**config.mk**
```make
export PLATFORM = sky130hd
export DESIGN_NAME = gamepad_poll_sequencer_top
export DESIGN_NICKNAME = d
export VERILOG_FILES = /design/src/rtl/core/gps_pkg.sv /design/src/rtl/core/gamepad_poll_sequencer_top.sv
export VERILOG_INCLUDE_DIRS = /design/src /design/src/rtl/core
export SDC_FILE = /design/constraint.sdc
export NUM_CORES = 1
export LEC_CHECK = 0
export ABC_AREA = 1
export BUFFER_PORTS_ARGS = -buffer_cell sky130_fd_sc_hd__clkbuf_2
export CAP_MARGIN = 0
export CORE_ASPECT_RATIO = 0.8
export CORE_UTILIZATION = 45
export DETAILED_ROUTE_END_ITERATION = 8
export PLACE_DENSITY = 0.68
export SYNTH_ARGS = -nofsm -noshare
export SYNTH_HDL_FRONTEND = slang
export SYNTH_SLANG_ARGS = --single-unit
```
**constraint.sdc**
```tcl
create_clock -name i_clk -period 2.62 [get_ports i_clk]
set_input_delay 0.393 -clock i_clk [delete_from_list [all_inputs] [get_ports i_clk]]
set_output_delay 0.393 -clock i_clk [all_outputs]
set_load 0.01 [all_outputs]
```
**src/rtl/core/gamepad_poll_sequencer_top_defines.svh**
```systemverilog
// Assertion macros for the game pad poll sequencer.
// Included by the top level; no other dependencies.
`ifndef GAMEPAD_POLL_SEQUENCER_TOP_DEFINES_SVH
`define GAMEPAD_POLL_SEQUENCER_TOP_DEFINES_SVH

`ifndef SYNTHESIS
`define GPS_ASSERT(lbl, prop, msg) \
    lbl: assert property (@(posedge i_clk) disable iff (!i_rst_n) prop) else $error(msg);
`define GPS_ASSERT_RST(lbl, prop, msg) \
    lbl: assert property (@(posedge i_clk) prop) else $error(msg);
`else
`define GPS_ASSERT(lbl, prop, msg)
`define GPS_ASSERT_RST(lbl, prop, msg)
`endif

`endif

```
**src/rtl/core/gps_pkg.sv**
```systemverilog
// Package for the game pad poll sequencer: phase and presence types,
// request codes, byte constants and the result record. No dependencies.
package gps_pkg;

    typedef enum logic [2:0] {
        PH_IDLE = 3'd0,
        PH_ADDR = 3'd1,
        PH_CMD  = 3'd2,
        PH_D0   = 3'd3,
        PH_D1   = 3'd4,
        PH_D2   = 3'd5
    } t_phase;

    typedef enum logic [1:0] {
        PRES_ABSENT  = 2'd0,
        PRES_PRESENT = 2'd1,
        PRES_UNKNOWN = 2'd2
    } t_presence;

    localparam logic FUNC_START     = 1'b0;
    localparam logic FUNC_BYTE_DONE = 1'b1;

    localparam logic [7:0]  TX_ADDR     = 8'h01;
    localparam logic [7:0]  TX_POLL     = 8'h42;
    localparam logic [7:0]  TX_DATA     = 8'h00;
    localparam logic [3:0]  TYPE_MIN_HI = 4'h4;
    localparam logic [15:0] BTN_NONE    = 16'hffff;

    localparam int IN_DATA_W  = 16;
    localparam int OUT_DATA_W = 56;

    typedef struct packed {
        logic        tx_valid;
        logic [7:0]  tx_byte;
        logic        done_res;
        logic        connected;
        logic [7:0]  pad_type;
        logic [15:0] buttons;
        logic [15:0] pressed;
        logic        presence_changed;
    } t_result;

endpackage

```
**src/rtl/core/gamepad_poll_sequencer_top.sv**
```systemverilog
// Game pad poll sequencer: phase control, type and button capture, edge
// detection and a registered result stage. Depends on gps_pkg and the
// defines header.
//
//  Channel   Dir  tdata                                       tuser
//  s_*       in   [7:0] rx_byte, [8] ack_seen                 [0] func
//  m_*       out  [7:0] tx_byte, [8] connected, [16:9]        [0] tx_valid, [1] done_res
//                 pad_type, [32:17] buttons, [48:33] pressed,
//                 [49] presence_changed
//
// Each item is decoded against the phase register and
// its result is captured in the output register on the next edge.
// A new item is taken every cycle while the output register is empty or drained.
// A byte-done item while idle gives no result and leaves all state unchanged.
// Reset is synchronous, active low, and restores idle with unknown presence.
`include "gamepad_poll_sequencer_top_defines.svh"

module gamepad_poll_sequencer_top (
    input  logic                             i_clk,
    input  logic                             i_rst_n,
    input  logic                             i_s_tvalid,
    output logic                             o_s_tready,
    input  logic [gps_pkg::IN_DATA_W-1:0]    i_s_tdata,   // rx_byte, ack_seen
    input  logic                             i_s_tuser,   // func
    output logic                             o_m_tvalid,
    input  logic                             i_m_tready,
    output logic [gps_pkg::OUT_DATA_W-1:0]   o_m_tdata,   // tx_byte, connected, pad_type,
                                                          // buttons, pressed, presence_changed
    output logic [1:0]                       o_m_tuser    // tx_valid, done_res
);
    import gps_pkg::*;

    t_phase    r_phase, n_phase;
    t_presence r_presence, n_presence;
    logic [7:0]  r_latched_type, n_latched_type;
    logic [7:0]  r_low_buttons, n_low_buttons;
    logic [15:0] r_last_buttons, n_last_buttons;
    t_result     r_result, n_result;
    logic        r_out_valid;
    logic        n_has_result;

    logic        w_func;
    logic [7:0]  w_rx;
    logic        w_ack;
    logic        w_accept;
    logic        w_finish;
    logic        w_ok;
    logic [15:0] w_btn;
    t_presence   w_now;
    logic        w_changed;
    logic [15:0] w_base;

    assign w_func   = i_s_tuser;
    assign w_rx     = i_s_tdata[7:0];
    assign w_ack    = i_s_tdata[8];
    assign o_s_tready = !r_out_valid || i_m_tready;
    assign w_accept = i_s_tvalid && o_s_tready;

    always_comb begin
        n_phase  = r_phase;
        w_finish = 1'b0;
        w_ok     = 1'b0;
        if (w_func == FUNC_START) begin
            n_phase = PH_ADDR;
        end else begin
            unique case (r_phase)
                PH_ADDR: begin
                    n_phase  = w_ack ? PH_CMD : PH_IDLE;
                    w_finish = !w_ack;
                end
                PH_CMD: begin
                    n_phase  = w_ack ? PH_D0 : PH_IDLE;
                    w_finish = !w_ack;
                end
                PH_D0: begin
                    n_phase  = w_ack ? PH_D1 : PH_IDLE;
                    w_finish = !w_ack;
                end
                PH_D1: begin
                    n_phase  = w_ack ? PH_D2 : PH_IDLE;
                    w_finish = !w_ack;
                end
                PH_D2: begin
                    n_phase  = PH_IDLE;
                    w_finish = 1'b1;
                    w_ok     = (r_latched_type[7:4] >= TYPE_MIN_HI);
                end
                default: begin
                    n_phase = PH_IDLE;
                end
            endcase
        end
    end

    assign w_btn     = w_ok ? {w_rx, r_low_buttons} : BTN_NONE;
    assign w_now     = w_ok ? PRES_PRESENT : PRES_ABSENT;
    assign w_changed = (w_now != r_presence);
    assign w_base    = w_changed ? BTN_NONE : r_last_buttons;

    always_comb begin
        n_latched_type = r_latched_type;
        n_low_buttons  = r_low_buttons;
        n_last_buttons = r_last_buttons;
        n_presence     = r_presence;
        n_has_result   = 1'b1;
        n_result       = '{tx_valid: 1'b1, tx_byte: TX_DATA, done_res: 1'b0,
                           connected: 1'b0, pad_type: 8'h00, buttons: BTN_NONE,
                           pressed: 16'h0000, presence_changed: 1'b0};
        if (w_func == FUNC_START) begin
            n_result.tx_byte = TX_ADDR;
        end else if (w_finish) begin
            n_presence     = w_now;
            n_last_buttons = w_ok ? w_btn : w_base;
            n_result.tx_valid         = 1'b0;
            n_result.done_res         = 1'b1;
            n_result.connected        = w_ok;
            n_result.pad_type         = w_ok ? r_latched_type : 8'h00;
            n_result.buttons          = w_btn;
            n_result.pressed          = w_ok ? (w_base & ~w_btn) : 16'h0000;
            n_result.presence_changed = w_changed;
        end else begin
            unique case (r_phase)
                PH_ADDR: n_result.tx_byte = TX_POLL;
                PH_CMD:  n_latched_type = w_rx;
                PH_D0:   n_result.tx_byte = TX_DATA;
                PH_D1:   n_low_buttons = w_rx;
                default: n_has_result = 1'b0;
            endcase
        end
    end

    always_ff @(posedge i_clk) begin
        if (!i_rst_n) begin
            r_phase        <= PH_IDLE;
            r_presence     <= PRES_UNKNOWN;
            r_latched_type <= 8'h00;
            r_low_buttons  <= 8'h00;
            r_last_buttons <= BTN_NONE;
            r_out_valid    <= 1'b0;
        end else begin
            if (w_accept) begin
                r_phase        <= n_phase;
                r_presence     <= n_presence;
                r_latched_type <= n_latched_type;
                r_low_buttons  <= n_low_buttons;
                r_last_buttons <= n_last_buttons;
            end
            if (w_accept && n_has_result) begin
                r_out_valid <= 1'b1;
            end else if (i_m_tready) begin
                r_out_valid <= 1'b0;
            end
        end
    end

    always_ff @(posedge i_clk) begin
        if (w_accept && n_has_result) begin
            r_result <= n_result;
        end
    end

    assign o_m_tvalid = r_out_valid;
    assign o_m_tuser  = {r_result.done_res, r_result.tx_valid};
    assign o_m_tdata  = {6'b0, r_result.presence_changed, r_result.pressed,
                         r_result.buttons, r_result.pad_type, r_result.connected,
                         r_result.tx_byte};

    `GPS_ASSERT_RST(a_rst_clears_out, !i_rst_n |=> !o_m_tvalid, "Result valid after reset.")
    `GPS_ASSERT(a_kind_onehot, o_m_tvalid |-> $onehot(o_m_tuser), "Result is not one kind.")
    `GPS_ASSERT(a_idle_no_result, (w_accept && w_func == FUNC_BYTE_DONE && r_phase == PH_IDLE && i_m_tready) |=> !o_m_tvalid, "Idle byte-done produced a result.")
    `GPS_ASSERT(a_start_sends_addr, (w_accept && w_func == FUNC_START) |=> (o_m_tvalid && o_m_tuser[0] && o_m_tdata[7:0] == TX_ADDR), "Start did not request the address byte.")

endmodule

```
; ---- Word-level counts from Yosys, hierarchy flattened
; Index checks and enable logic that the tools add are counted.
[classes]
order_cmp = 1
eq_ne = 6
muxes = 25
bitwise_logic = 4
reduce_logical = 13
[ops]
columns = op, n
row1 = $mux W16, 4
row2 = $mux W43, 1
row3 = $and A16 B16 Y16, 1
row4 = $not A16 Y16, 1
row5 = $pmux W3 S4, 1
row6 = $mux W1, 11
row7 = $mux W3, 3
row8 = $mux W8, 1
row9 = $reduce_and A4 Y1, 2
row10 = $mux W7, 1
row11 = $eq A3 B2 Y1 const B, 2
row12 = $eq A3 B3 Y1 const B, 2
row13 = $reduce_and A3 Y1, 2
row14 = $ge A4 B3 Y1 const B, 1
row15 = $mux W2, 2
row16 = $reduce_or A4 Y1, 1
row17 = $eq A3 B1 Y1 const B, 1
row18 = $logic_and A1 B1 Y1, 2
row19 = $logic_not A1 Y1, 2
row20 = $ne A1 B2 Y1, 1
row21 = $not A1 Y1, 2
row22 = $pmux W1 S2, 1
row23 = $reduce_and A2 Y1, 1
row24 = $reduce_bool A2 Y1, 1
row25 = other kinds (2), 2
[word_totals]
reg_bits = 89
input_bits = 21
elab_cells = 64

; ---- Logic depth before layout (Yosys ltp)
; Gate-level depths: netlist of the first run.
[logic_depth]
word_depth = 9
ltp_mapped = 9
mapped_depth_nobuf = 9

; ---- Worst setup path after synthesis of the first run
; No wires, ideal clock.
[synth_path]
path_type = register to register
start = register r_phase[1]
end = register r_result, in the netlist o_m_tdata[0] (enable)
arrival_ps = 1732
path_slack_ps = 488
stages_incl_launch_ff = 8
path_buffers = 0
period_less_slack_ps = 2132
path_cell_list = dfxtp_1 nor2_1 nand2_2 nand2_2 o21ai_2 nand4_1 nand2_1 inv_1
[synth_via]
elab_chain_len = 7
elab_cells_between_ends = 12
classes_between = 5 x eq/ne / 5 x mux / 2 x reduce/logical
[synth_lines]
columns = element, line
row1 = from (decl), gamepad_poll_sequencer_top.sv:33  ; t_phase r_phase, n_phase;
row2 = from (signal assigned), gamepad_poll_sequencer_top.sv:142  ; r_phase <= n_phase;
row3 = "$eq A3 B1 Y1, or another cell as far along", "gamepad_poll_sequencer_top.sv:66, gamepad_poll_sequencer_top.sv:122"
row4 = $reduce_or A4 Y1 (no source line), -
row5 = $pmux W1 S2, gamepad_poll_sequencer_top.sv:66  ; unique case (r_phase)
row6 = $mux W1, gamepad_poll_sequencer_top.sv:63  ; if (w_func == FUNC_START) begin
row7 = $mux W1 *, gamepad_poll_sequencer_top.sv:111  ; end else if (w_finish) begin
row8 = $mux W1 *, gamepad_poll_sequencer_top.sv:109  ; if (w_func == FUNC_START) begin
row9 = $logic_and A1 B1 Y1 *, gamepad_poll_sequencer_top.sv:157  ; if (w_accept && n_has_result) begin
row10 = to (signal assigned), gamepad_poll_sequencer_top.sv:158  ; r_result <= n_result;
row11 = to (decl), gamepad_poll_sequencer_top.sv:38  ; t_result r_result, n_result;
; Mark *: on every way between the ends. The rest lies on a longest branch, timed or not.
; A chain may end at the register's enable or synchronous reset.

; ---- Worst setup path after layout of the first run
[layout_path]
start = register r_phase[1]
end = register r_result, in the netlist o_m_tdata[44] (enable)
; Same word-level chain as after synthesis.

==> results of run 1 <==
==> final cells by class <==
| class | count | area (µm²) | area share |
|---|---|---|---|
| clock buffers | 9 | 124 | 0.0297 |
| clock inverters | 7 | 58.8 | 0.0141 |
| inverters | 61 | 229 | 0.0550 |
| multi-input cells | 214 | 1120 | 0.268 |
| flip-flops and latches | 84 | 2140 | 0.514 |
| well taps | 108 | 135 | 0.0324 |
| repair buffers | 67 | 360 | 0.0865 |
==> cells in the mapped netlist <==
| cell | instances |
|---|---|
| dfxtp_1 | 38 |
| o31ai_1 | 16 |
| nand2_1 | 45 |
| conb_1 | 1 |
| nor2_2 | 4 |
| nand2_2 | 6 |
| nor2_4 | 2 |
| nor3_2 | 1 |
| o21ai_2 | 1 |
| buf_8 | 1 |
| a21oi_1 | 29 |
| inv_1 | 59 |
| inv_2 | 2 |
| o21ai_1 | 19 |
| buf_4 | 15 |
| nand2_4 | 3 |
| edfxtp_1 | 46 |
| clkbuf_1 | 6 |
| nor2_1 | 24 |
| xor2_4 | 1 |
| nand4_1 | 1 |
| buf_6 | 5 |
| buf_2 | 5 |
| nand3_1 | 24 |
| o21ai_0 | 21 |
| nand3_2 | 5 |
| a221oi_1 | 1 |
==> worst max-delay path, cell delays in order (launching register included) <==
cell      delay, ns
dfxtp_1        0.42
inv_1          0.10
nand3_1        0.15
nand2_2        0.09
o21ai_2        0.17
nand4_1        0.10
nand2_1        0.11
clkinv_1       0.54
buf_12         0.40
==> registers in the layout, summed over array words and instances, names as in the netlist <==
| signal | count |
|---|---|
| o_m_tuser | 2 |
| r_latched_type | 8 |
| o_m_tvalid | 1 |
| r_last_buttons | 16 |
| r_phase | 3 |
| o_m_tdata | 44 |
| r_low_buttons | 8 |
| r_presence | 2 |
==> power by group through the flow <==
stage / clock [µW] / combinational, µW / sequential [µW]
after floorplan: 0 / 101 / 1490
after global placement: 0 / 163 / 1470
after detailed placement: 0 / 166 / 1470
after CTS: 876 / 166 / 1440
after global routing: 932 / 181 / 1450
final: 859 / 165 / 1440
==> per-layer routing <==
metal	track usage	wire length [µm]	up-vias
met2	0.269	3260	100
met1	0.239	3430	1257
li1	-	-	1353
met4	0.0499	33	0
met3	0.0623	462	4
met5	0	0	-
==> logic make-up after synthesis <==
family	count (synthesis)	synth area share
other	1	0.00102
AO/OA/AOI/OAI	87	0.131
flip-flops	84	0.582
buffers and inverters	93	0.125
AND/OR/NAND/NOR	115	0.153
XOR/XNOR	1	0.00748
==> final timing paths <==
check                     startpoint            endpoint  slack, ns  depth (start not counted)
hold / removal          i_s_tdata[3]       o_m_tdata[28]       0.31                          3
setup / recovery          r_phase[1]       o_m_tdata[44]       0.27                          8
hold reg to reg   r_last_buttons[11]  r_last_buttons[11]       0.50                          2
setup reg to reg          r_phase[1]       o_m_tdata[44]       0.27                          8
==> metrics by stage <==
step	setup slack, ns	instances	power, µW	hold slack [ns]
2_1_floorplan	0.488	391	1590	0.454
3_3_place_gp	0.412	534	1640	0.475
3_5_place_dp	0.286	534	1640	0.481
4_1_cts	0.273	550	2490	0.300
5_1_grt	0.0894	550	2560	0.299
6_report	0.265	550	2470	0.314
==> results by group, run 1 <==
Floorplan
  • Starting density of the core: 0.463
  • Die width: 103 µm
  • Area of the core: 7950 µm²
  • Total die area: 8550 µm²
  • Top Ports: 81
  • Die Y: 82.9 µm
  • # rows: 29

Clock network
  • H-tree lvl count: 3
  • CTS Buf Count: 9
  • Bufs on Longest Clock Path: 2
  • Clock Latency Late Sink: 0.36 ns
  • CTS clock-pin slew for the worst setup and hold paths: 0.09 ns
  • Clk sinks: 84
  • Post-CTS setup buffers: 0
  • TritonCTS clock tree: done
  • Hold Buf Count CTS: 0
  • Post_cts resized: 0
  • CTS root buf: clkbuf_8

Global route
  • First-pass GRT wire length: 11.5 mm
  • Pin count of the biggest net entering global routing: 30
  • Vias in the first global route: 2403
  • Grt ovf: 0
  • Antenna violations before repair: 0
  • GRT Util Overall: 0.177

STA
  • Post-Route Setup TNS: 0 ns
  • Period Utilization, post-route: 0.899
  • Hold Fails Final Rpt: 0
  • Post-layout min period: 2.35 ns
  • RSZ-0062 raised after global routing: false
  • Worst slew pin tran: 0.666 ns
  • Setup-failing EPs final: 0
  • Max Slew Vio Count: 0
  • Slew HR: 0.553
  • Final Skew: 0.00847 ns
  • Fmax: 0.425 GHz

Yosys
  • Sequential fraction of the synthesis area: 0.582
  • Largest cells by area after synthesis: edfxtp_1 (38%), dfxtp_1 (21%), inv_1 (6.0%)
  • Cells after Synth: 381
  • Largest area contributor in the netlist: edfxtp_1
  • Yosys reg bits: 84
  • Synth cell types: 27
  • Top-area cell type share of the netlist area: 0.375
  • Yosys warnings: 0
  • Mapped Area: 3680 µm²
  • Syn_area_per_cell: 9.66 µm²

Pwr
  • Comb power frac: 0.067
  • Pwr Density: 592 nW/µm²
  • Leak pwr: 0.00175 µW
  • Proportion of power drawn by the clock network: 0.348
  • Sw Pwr: 634 µW
  • Peak supply drop: 0.000262 V
  • Pint: 1830 µW
  • Switch share: 0.257
  • Sequential Power Share: 0.585

Routing
  • Detailed Route WL: 7.18 mm
  • Via density: 4.93
  • Remaining DRCs: 0
  • Initial drt markers: 183
  • DR vias: 2714
  • DRT antenna net count: 0
  • DR WL/cell: 13.1 µm
  • Drt pass-1 iters: 7

Place
  • DP Area: 3980 µm²
  • Global placement routability congestion: 0.839
  • DP HPWL: 4.74 mm
  • IO Port Bufs: 62

Worst setup path
  • Worst-path maximum fanout: 29
  • Worst Setup Path Type: reg -> reg
  • Worst Setup End Kind: register
  • Worst Path Required: 2.73 ns
  • CP Data Arrival Time: 2.46 ns
  • Crit path launch type: register

Cells and area
  • Area Growth Syn to Fin: 13.2%
  • FILL cells: 723
  • Commonest cells after routing, fill and taps aside: clkbuf_2 (62), inv_1 (58), edfxtp_1 (46)
  • Final core occ: 0.524
  • Commonest non-fill, non-tap cell in the layout: clkbuf_2
  • Design Area, Final: 4170 µm²
  • Ant. Diodes: 0
  • Share of cells above drive strength 1: 0.244
  • Number of nets in the layout: 458

Run
  • Number of max-cap violations: 0

Hold path
  • HP Class: in -> reg

Outcome
  • Status: finished clean
Power figures use the tool's default switching activity.
==> inputs of run 2 (changes only) <==
--- a/config.mk
+++ b/config.mk
@@ -6,13 +6,12 @@
 export SDC_FILE = /design/constraint.sdc
 export NUM_CORES = 1
 export LEC_CHECK = 0
-export ABC_AREA = 1
 export BUFFER_PORTS_ARGS = -buffer_cell sky130_fd_sc_hd__clkbuf_2
 export CAP_MARGIN = 0
 export CORE_ASPECT_RATIO = 0.8
 export CORE_UTILIZATION = 45
 export DETAILED_ROUTE_END_ITERATION = 8
-export PLACE_DENSITY = 0.68
+export PLACE_DENSITY = 0.69
 export SYNTH_ARGS = -nofsm -noshare
 export SYNTH_HDL_FRONTEND = slang
 export SYNTH_SLANG_ARGS = --single-unit
==> run 2 against run 1 <==
Synthesized cell count shrank 28%. Cell count shrank 22%. Die area shrank 8.0%. Register-to-register slack gained 0.23 ns. Combinational power shrank 21%. Fmax grew 11%. Largest power group unchanged.
==> results by group, run 2 <==
Worst setup path
  • Worst Path Required: 2.84 ns (+0.11 ns)
  • Worst-path maximum fanout: 16 (-45%)
  • Crit path launch type: register
  • CP endpoint: r_latched_type[7]
  • Beginning of the worst register-to-register path: r_phase[1]
  • CP Data Arrival Time: 2.34 ns (-0.12 ns)
  • R2R Setup Slk: 0.49 ns (+0.23 ns)
  • CP Launch Point: r_phase[1]
  • Worst Setup End Kind: register
  • R2r endpoint: r_latched_type[7]
  • Worst Setup Path Type: reg -> reg
  • FF-to-FF path depth: 4 (-4)

STA
  • Slew HR: 0.538 (-0.0154)
  • Final Skew: 0.00908 ns (+0.000617 ns)
  • Period Utilization, post-route: 0.811 (-0.0875)
  • RSZ-0062 raised after global routing: false
  • Setup ws final: 0.494 ns (+0.229 ns)
  • Max Slew Vio Count: 0 (unchanged)
  • Hold Fails Final Rpt: 0 (unchanged)
  • Post-layout min period: 2.13 ns (-0.229 ns)
  • Post-Route Setup TNS: 0 ns (unchanged)
  • Setup-failing EPs final: 0 (unchanged)
  • Fmax: 0.470 GHz (+11%)
  • Worst slew pin tran: 0.693 ns (+0.0272 ns)

Yosys
  • Synth cell types: 40 (+48%)
  • Top-area cell type share of the netlist area: 0.409 (+0.0335)
  • Largest area contributor in the netlist: edfxtp_1
  • Most common cell in the netlist: edfxtp_1
  • Synth cell count leaders: edfxtp_1 (46), dfxtp_1 (38), nor2_1 (27)
  • Adder and majority gate portion of the synthesized area: 0 (unchanged)
  • Syn_area_per_cell: 12.3 µm² (+28%)
  • Largest family of logic cells by synthesized area: simple AND/OR/NAND/NOR gates
  • Async S/R FF share, synth: 0 (unchanged)
  • Yosys warnings: 0 (unchanged)
  • Simple-gate area share of the yosys netlist: 0.136 (-0.0174)
  • Multiplexer share of the synthesized area: 0.0237 (+0.0237)
  • Largest cells by area after synthesis: edfxtp_1 (41%), dfxtp_1 (23%), o22a_1 (4.1%)
  • Main synth FF type: edfxtp_1
  • Synth Area in Compound Gates: 0.134 (+0.00245)
  • Sequential fraction of the synthesis area: 0.634 (+0.0519)
  • Cells after Synth: 274 (-28%)
  • Synth Area in XOR/XNOR: 0.00518 (-0.00229)
  • Post-synth EDFFs: 46 (unchanged)
  • Yosys reg bits: 84 (unchanged)
  • Mapped Area: 3380 µm² (-8.2%)

Clock network
  • Clock Latency Late Sink: 0.35 ns (about the same)
  • Clk sinks: 84 (unchanged)
  • Bufs on Longest Clock Path: 2 (unchanged)
  • Hold Buf Count CTS: 0 (unchanged)
  • H-tree lvl count: 3 (unchanged)
  • CTS root buf: clkbuf_8
  • Post_cts resized: 0 (unchanged)
  • CTS clock-pin slew for the worst setup and hold paths: 0.08 ns (about the same)
  • CTS Buf Count: 9 (unchanged)
  • Post-CTS setup buffers: 0 (unchanged)
  • TritonCTS clock tree: done

Cells and area
  • Area Growth Syn to Fin: 15.9%
  • Multi-input gate area: 1060 µm² (-5.3%)
  • Share of cells above drive strength 1: 0.285 (+0.0410)
  • Number of nets in the layout: 356 (-22%)
  • Commonest non-fill, non-tap cell in the layout: clkbuf_2
  • Layout Cells excl Fill: 427 (-22%)
  • Ant. Diodes: 0 (unchanged)
  • Register area: 2140 µm² (unchanged)
  • FILL cells: 616 (-15%)
  • Final core occ: 0.555 (+0.0307)
  • Max reg flops: 44 (unchanged)
  • Commonest cells after routing, fill and taps aside: clkbuf_2 (62), edfxtp_1 (46), dfxtp_1 (38)

Run
  • Number of max-cap violations: 0 (unchanged)

Routing
  • Via density: 5.31 (+7.5%)
  • DR vias: 2266 (-17%)
  • DR WL/cell: 15.2 µm (+17%)
  • Met2 Wirelength: 2.80 mm (-14%)
  • Drt pass-1 iters: 5 (-2)
  • Remaining DRCs: 0 (unchanged)
  • Initial drt markers: 118 (-36%)
  • Detailed Route WL: 6.50 mm (-9.4%)
  • Routed length on met3: 454 µm (-1.7%)
  • M1 wire length: 3.21 mm (-6.2%)
  • Top sig layer: met4
  • DRT antenna net count: 0 (unchanged)

Global route
  • Vias in the first global route: 2034 (-15%)
  • Grt ovf: 0 (unchanged)
  • GRT Util Overall: 0.180 (+0.00316)
  • First-pass GRT wire length: 10.6 mm (-7.9%)
  • Pin count of the biggest net entering global routing: 42 (+40%)
  • Antenna violations before repair: 0 (unchanged)

Floorplan
  • Top Ports: 81 (unchanged)
  • Area of the core: 7060 µm² (-11%)
  • Die width: 98.9 µm (-4.1%)
  • Die Y: 79.5 µm (-4.1%)
  • Total die area: 7860 µm² (-8.0%)
  • Starting density of the core: 0.479 (+0.0154)
  • # rows: 27 (-6.9%)

Place
  • # placed instances: 411 (-23%)
  • IO Port Bufs: 62 (unchanged)
  • DP HPWL: 4.34 mm (-8.5%)
  • Place WS: 0.507 ns (+0.221 ns)
  • Global placement routability congestion: 0.794 (-5.4%)

Pwr
  • Peak supply drop: 0.000430 V (+64%)
  • Leak pwr: 0.00146 µW (-17%)
  • Pwr Density: 642 nW/µm² (+8.4%)

Hold path
  • HP Class: in -> reg

Outcome
  • Status: finished clean
==> run 2: cell types whose count changed after synthesis, moves of 17 or more <==
| cell | delta |
|---|---|
| nand2b_1 | +17 |
| nand2_1 | -30 |
| o21ai_1 | -19 |
| inv_1 | -55 |
| a211oi_1 | +17 |
| o21ai_0 | -17 |
| a21oi_1 | -25 |
==> run 2: how the worst min path moves through the flow <==
| stage | start | endpoint | slack, ns | depth (start not counted) |
|---|---|---|---|---|
| final | i_s_tdata[1] | r_latched_type[1] | 0.33 | 3 |
| after global routing | i_s_tdata[1] | r_latched_type[1] | 0.32 | 3 |
| after CTS | i_s_tdata[1] | r_latched_type[1] | 0.33 | 3 |
| after detailed placement | r_latched_type[3] | r_latched_type[3] | 0.44 | 2 |
| after global placement | r_latched_type[3] | r_latched_type[3] | 0.44 | 2 |
| after floorplan | r_latched_type[3] | r_latched_type[3] | 0.43 | 2 |
==> run 2: worst max-delay path, stage by stage (launching register included) <==
cell	delay, ns
dfxtp_1	0.52
or3b_1	0.37
or4b_1	0.81
nand3_1	0.22
o21ai_2	0.07
==> run 2: where the power goes <==
part | internal (µW) | total (µW) | switching (µW)
Clock | 535 | 966 | 432
Sequential | 1410 | 1420 | 9.55
Combinational | 40.6 | 130 | 89.5
==> run 2: routing by layer <==
metal  vias to the layer above  global-route usage
li1                       1095                   -
met1                      1079               0.259
met2                        88               0.257
met3                         4              0.0604
met4                         0              0.0537
met5                         -                   0
==> run 2: cell families after synthesis <==
| group | after synthesis |
|---|---|
| flops | 84 |
| compound gates | 56 |
| xor+xnor | 2 |
| mux | 8 |
| buf+inv | 35 |
| simple gates | 88 |
| other cells | 1 |
==> run 2: area by class of cell <==
class | count | share of cell area
clock buffer | 11 | 0.0335
clock inverter | 5 | 0.0195
inverter | 5 | 0.00479
multi-input combinational | 165 | 0.270
sequential | 84 | 0.547
tap | 87 | 0.0278
timing repair buffer | 70 | 0.0977
==> run 2: through the flow <==
| stage | hold WS [ns] | total power, µW | instance area (µm²) |
|---|---|---|---|
| after floorplan | 0.432 | 1530 | 3420 |
| after global placement | 0.440 | 1580 | 3710 |
| after detailed placement | 0.442 | 1580 | 3710 |
| after CTS | 0.330 | 2540 | 3920 |
| after global routing | 0.319 | 2610 | 3920 |
| final | 0.327 | 2520 | 3920 |
==> inputs of run 3 (changes only) <==
==> constraint.sdc (replaced) <==
create_clock -name i_clk -period 2.15 [get_ports i_clk]
set_input_delay 0.3225 -clock i_clk [delete_from_list [all_inputs] [get_ports i_clk]]
set_output_delay 0.3225 -clock i_clk [all_outputs]
set_load 0.01 [all_outputs]
==> run 3 against run 2 <==
Cell count increased by 0.70%. Setup slack got worse by 0.24 ns. Critical path depth unchanged. Wire length increased by 3.7%. Critical path type unchanged.
==> results by group, run 3 (same netlist as run 2, synthesis figures left out) <==
Floorplan
  • Die width: 98.9 µm (unchanged)
  • Area of the core: 7060 µm² (unchanged)
  • Starting density of the core: 0.479 (unchanged)
  • # rows: 27 (unchanged)
  • Die Y: 79.5 µm (unchanged)
  • Total die area: 7860 µm² (unchanged)
  • Top Ports: 81 (unchanged)

Cells and area
  • Area Growth Syn to Fin: 16.4%
  • Ant. Diodes: 0 (unchanged)
  • Number of nets in the layout: 359 (+0.84%)
  • FILL cells: 620 (+0.65%)
  • Max reg flops: 44 (unchanged)
  • Share of cells above drive strength 1: 0.303 (+0.0179)
  • Register area: 2140 µm² (unchanged)
  • Final core occ: 0.557 (+0.00248)
  • Commonest cells after routing, fill and taps aside: clkbuf_2 (62), edfxtp_1 (46), dfxtp_1 (38)
  • Commonest non-fill, non-tap cell in the layout: clkbuf_2
  • Multi-input gate area: 1060 µm² (unchanged)

Run
  • Number of max-cap violations: 0 (unchanged)

Worst setup path
  • Worst Path Required: 2.30 ns (-0.54 ns)
  • CP Data Arrival Time: 2.05 ns (-0.29 ns)
  • FF-to-FF path depth: 4 (unchanged)
  • Worst-path maximum fanout: 16 (unchanged)
  • Worst Setup End Kind: register
  • Crit path launch type: register
  • Beginning of the worst register-to-register path: r_phase[2]
  • CP endpoint: o_m_tdata[33]
  • R2r endpoint: o_m_tdata[33]
  • Worst Setup Path Type: reg -> reg
  • CP Launch Point: r_phase[2]
  • R2R Setup Slk: 0.25 ns (-0.24 ns)

STA
  • Max Slew Vio Count: 0 (unchanged)
  • Final Skew: 0.00998 ns (+0.000902 ns)
  • Hold Fails Final Rpt: 0 (unchanged)
  • Post-Route Setup TNS: 0 ns (unchanged)
  • Period Utilization, post-route: 0.882 (+0.0708)
  • Post-layout min period: 1.90 ns (-0.229 ns)
  • RSZ-0062 raised after global routing: false
  • Fmax: 0.527 GHz (+12%)
  • Setup-failing EPs final: 0 (unchanged)

Routing
  • Initial drt markers: 105 (-11%)
  • Drt pass-1 iters: 4 (-1)
  • Detailed Route WL: 6.74 mm (+3.7%)
  • Remaining DRCs: 0 (unchanged)
  • DRT antenna net count: 0 (unchanged)
  • Via density: 5.29 (-0.39%)
  • DR vias: 2273 (+0.31%)
  • DR WL/cell: 15.7 µm (+3.0%)

Clock network
  • Post_cts resized: 0 (unchanged)
  • CTS Buf Count: 9 (unchanged)
  • Clk sinks: 84 (unchanged)
  • Clock Latency Late Sink: 0.36 ns (about the same)
  • CTS root buf: clkbuf_8
  • H-tree lvl count: 3 (unchanged)
  • Hold Buf Count CTS: 0 (unchanged)
  • Bufs on Longest Clock Path: 2 (unchanged)
  • TritonCTS clock tree: done
  • CTS clock-pin slew for the worst setup and hold paths: 0.08 ns (about the same)

Global route
  • Antenna violations before repair: 0 (unchanged)
  • Vias in the first global route: 2094 (+2.9%)
  • Grt ovf: 0 (unchanged)
  • GRT Util Overall: 0.185 (+0.00430)
  • Pin count of the biggest net entering global routing: 27 (-36%)
  • First-pass GRT wire length: 10.7 mm (+1.2%)

Pwr
  • Leak pwr: 0.00147 µW (+1.0%)
  • Pwr Density: 785 nW/µm² (+22%)
  • Peak supply drop: 0.000401 V (-6.7%)

Hold path
  • HP Class: in -> reg

Outcome
  • Status: finished clean

Place
  • Global placement routability congestion: 0.766 (-3.5%)
  • DP HPWL: 4.41 mm (+1.8%)
  • IO Port Bufs: 62 (unchanged)
run 3: final cells by class:
class,instances,area share
Inverter,5,0.00477
Clock buffer,9,0.0315
Timing Repair Buffer,73,0.0998
Clock inverter,7,0.0232
Tap cell,87,0.0277
Multi-Input combinational cell,165,0.269
Sequential cell,84,0.544
run 3: routing by layer:
| metal | vias up | wire (µm) | track usage |
|---|---|---|---|
| met5 | - | 0 | 0 |
| met4 | 0 | 68 | 0.0672 |
| met3 | 4 | 397 | 0.0648 |
| met2 | 74 | 3020 | 0.282 |
| met1 | 1096 | 3260 | 0.243 |
| li1 | 1099 | - | - |
run 3: report_power, final:
part	total, µW	switching [µW]	leakage, µW	internal (µW)
Clock	1200	553	0.000109	649
Sequential	1730	11.0	0.000699	1720
Combinational	159	110	0.000666	49.2
run 3: worst max-delay path, cell delays in order, from the launching register on:
cell	delay [ns]
dfxtp_1	0.53
and4b_1	0.44
nand2_1	0.18
buf_4	0.24
a211oi_1	0.31
run 3: repair_timing:
| item | in CTS | in global routing |
|---|---|---|
| endpoints found under the setup margin | 0 | 16 |
| setup buffers | 0 | 2 |
| hold endpoints to repair | 0 | 0 |
run 3: through the flow:
stage                     cell area (µm²)  power [µW]  hold WS [ns]  setup WS [ns]  instances
after CTS                            3920        3110         0.236         0.0898        428
final                                3940        3090         0.247          0.254        430
after global placement               3700        1920         0.441          0.155        412
after floorplan                      3420        1870         0.432          0.186        284
after detailed placement             3700        1920         0.446          0.127        412
after global routing                 3940        3200         0.240         0.0534        430
run 3: how the worst min path moves through the flow:
stage,startpoint,to,slack [ns],cells after the start
final,i_s_tdata[6],r_latched_type[6],0.25,3
after global routing,i_s_tdata[6],r_latched_type[6],0.24,3
after CTS,i_s_tdata[6],r_latched_type[6],0.24,3
after detailed placement,r_latched_type[3],r_latched_type[3],0.45,2
after global placement,r_latched_type[3],r_latched_type[3],0.44,2
after floorplan,r_latched_type[3],r_latched_type[3],0.43,2
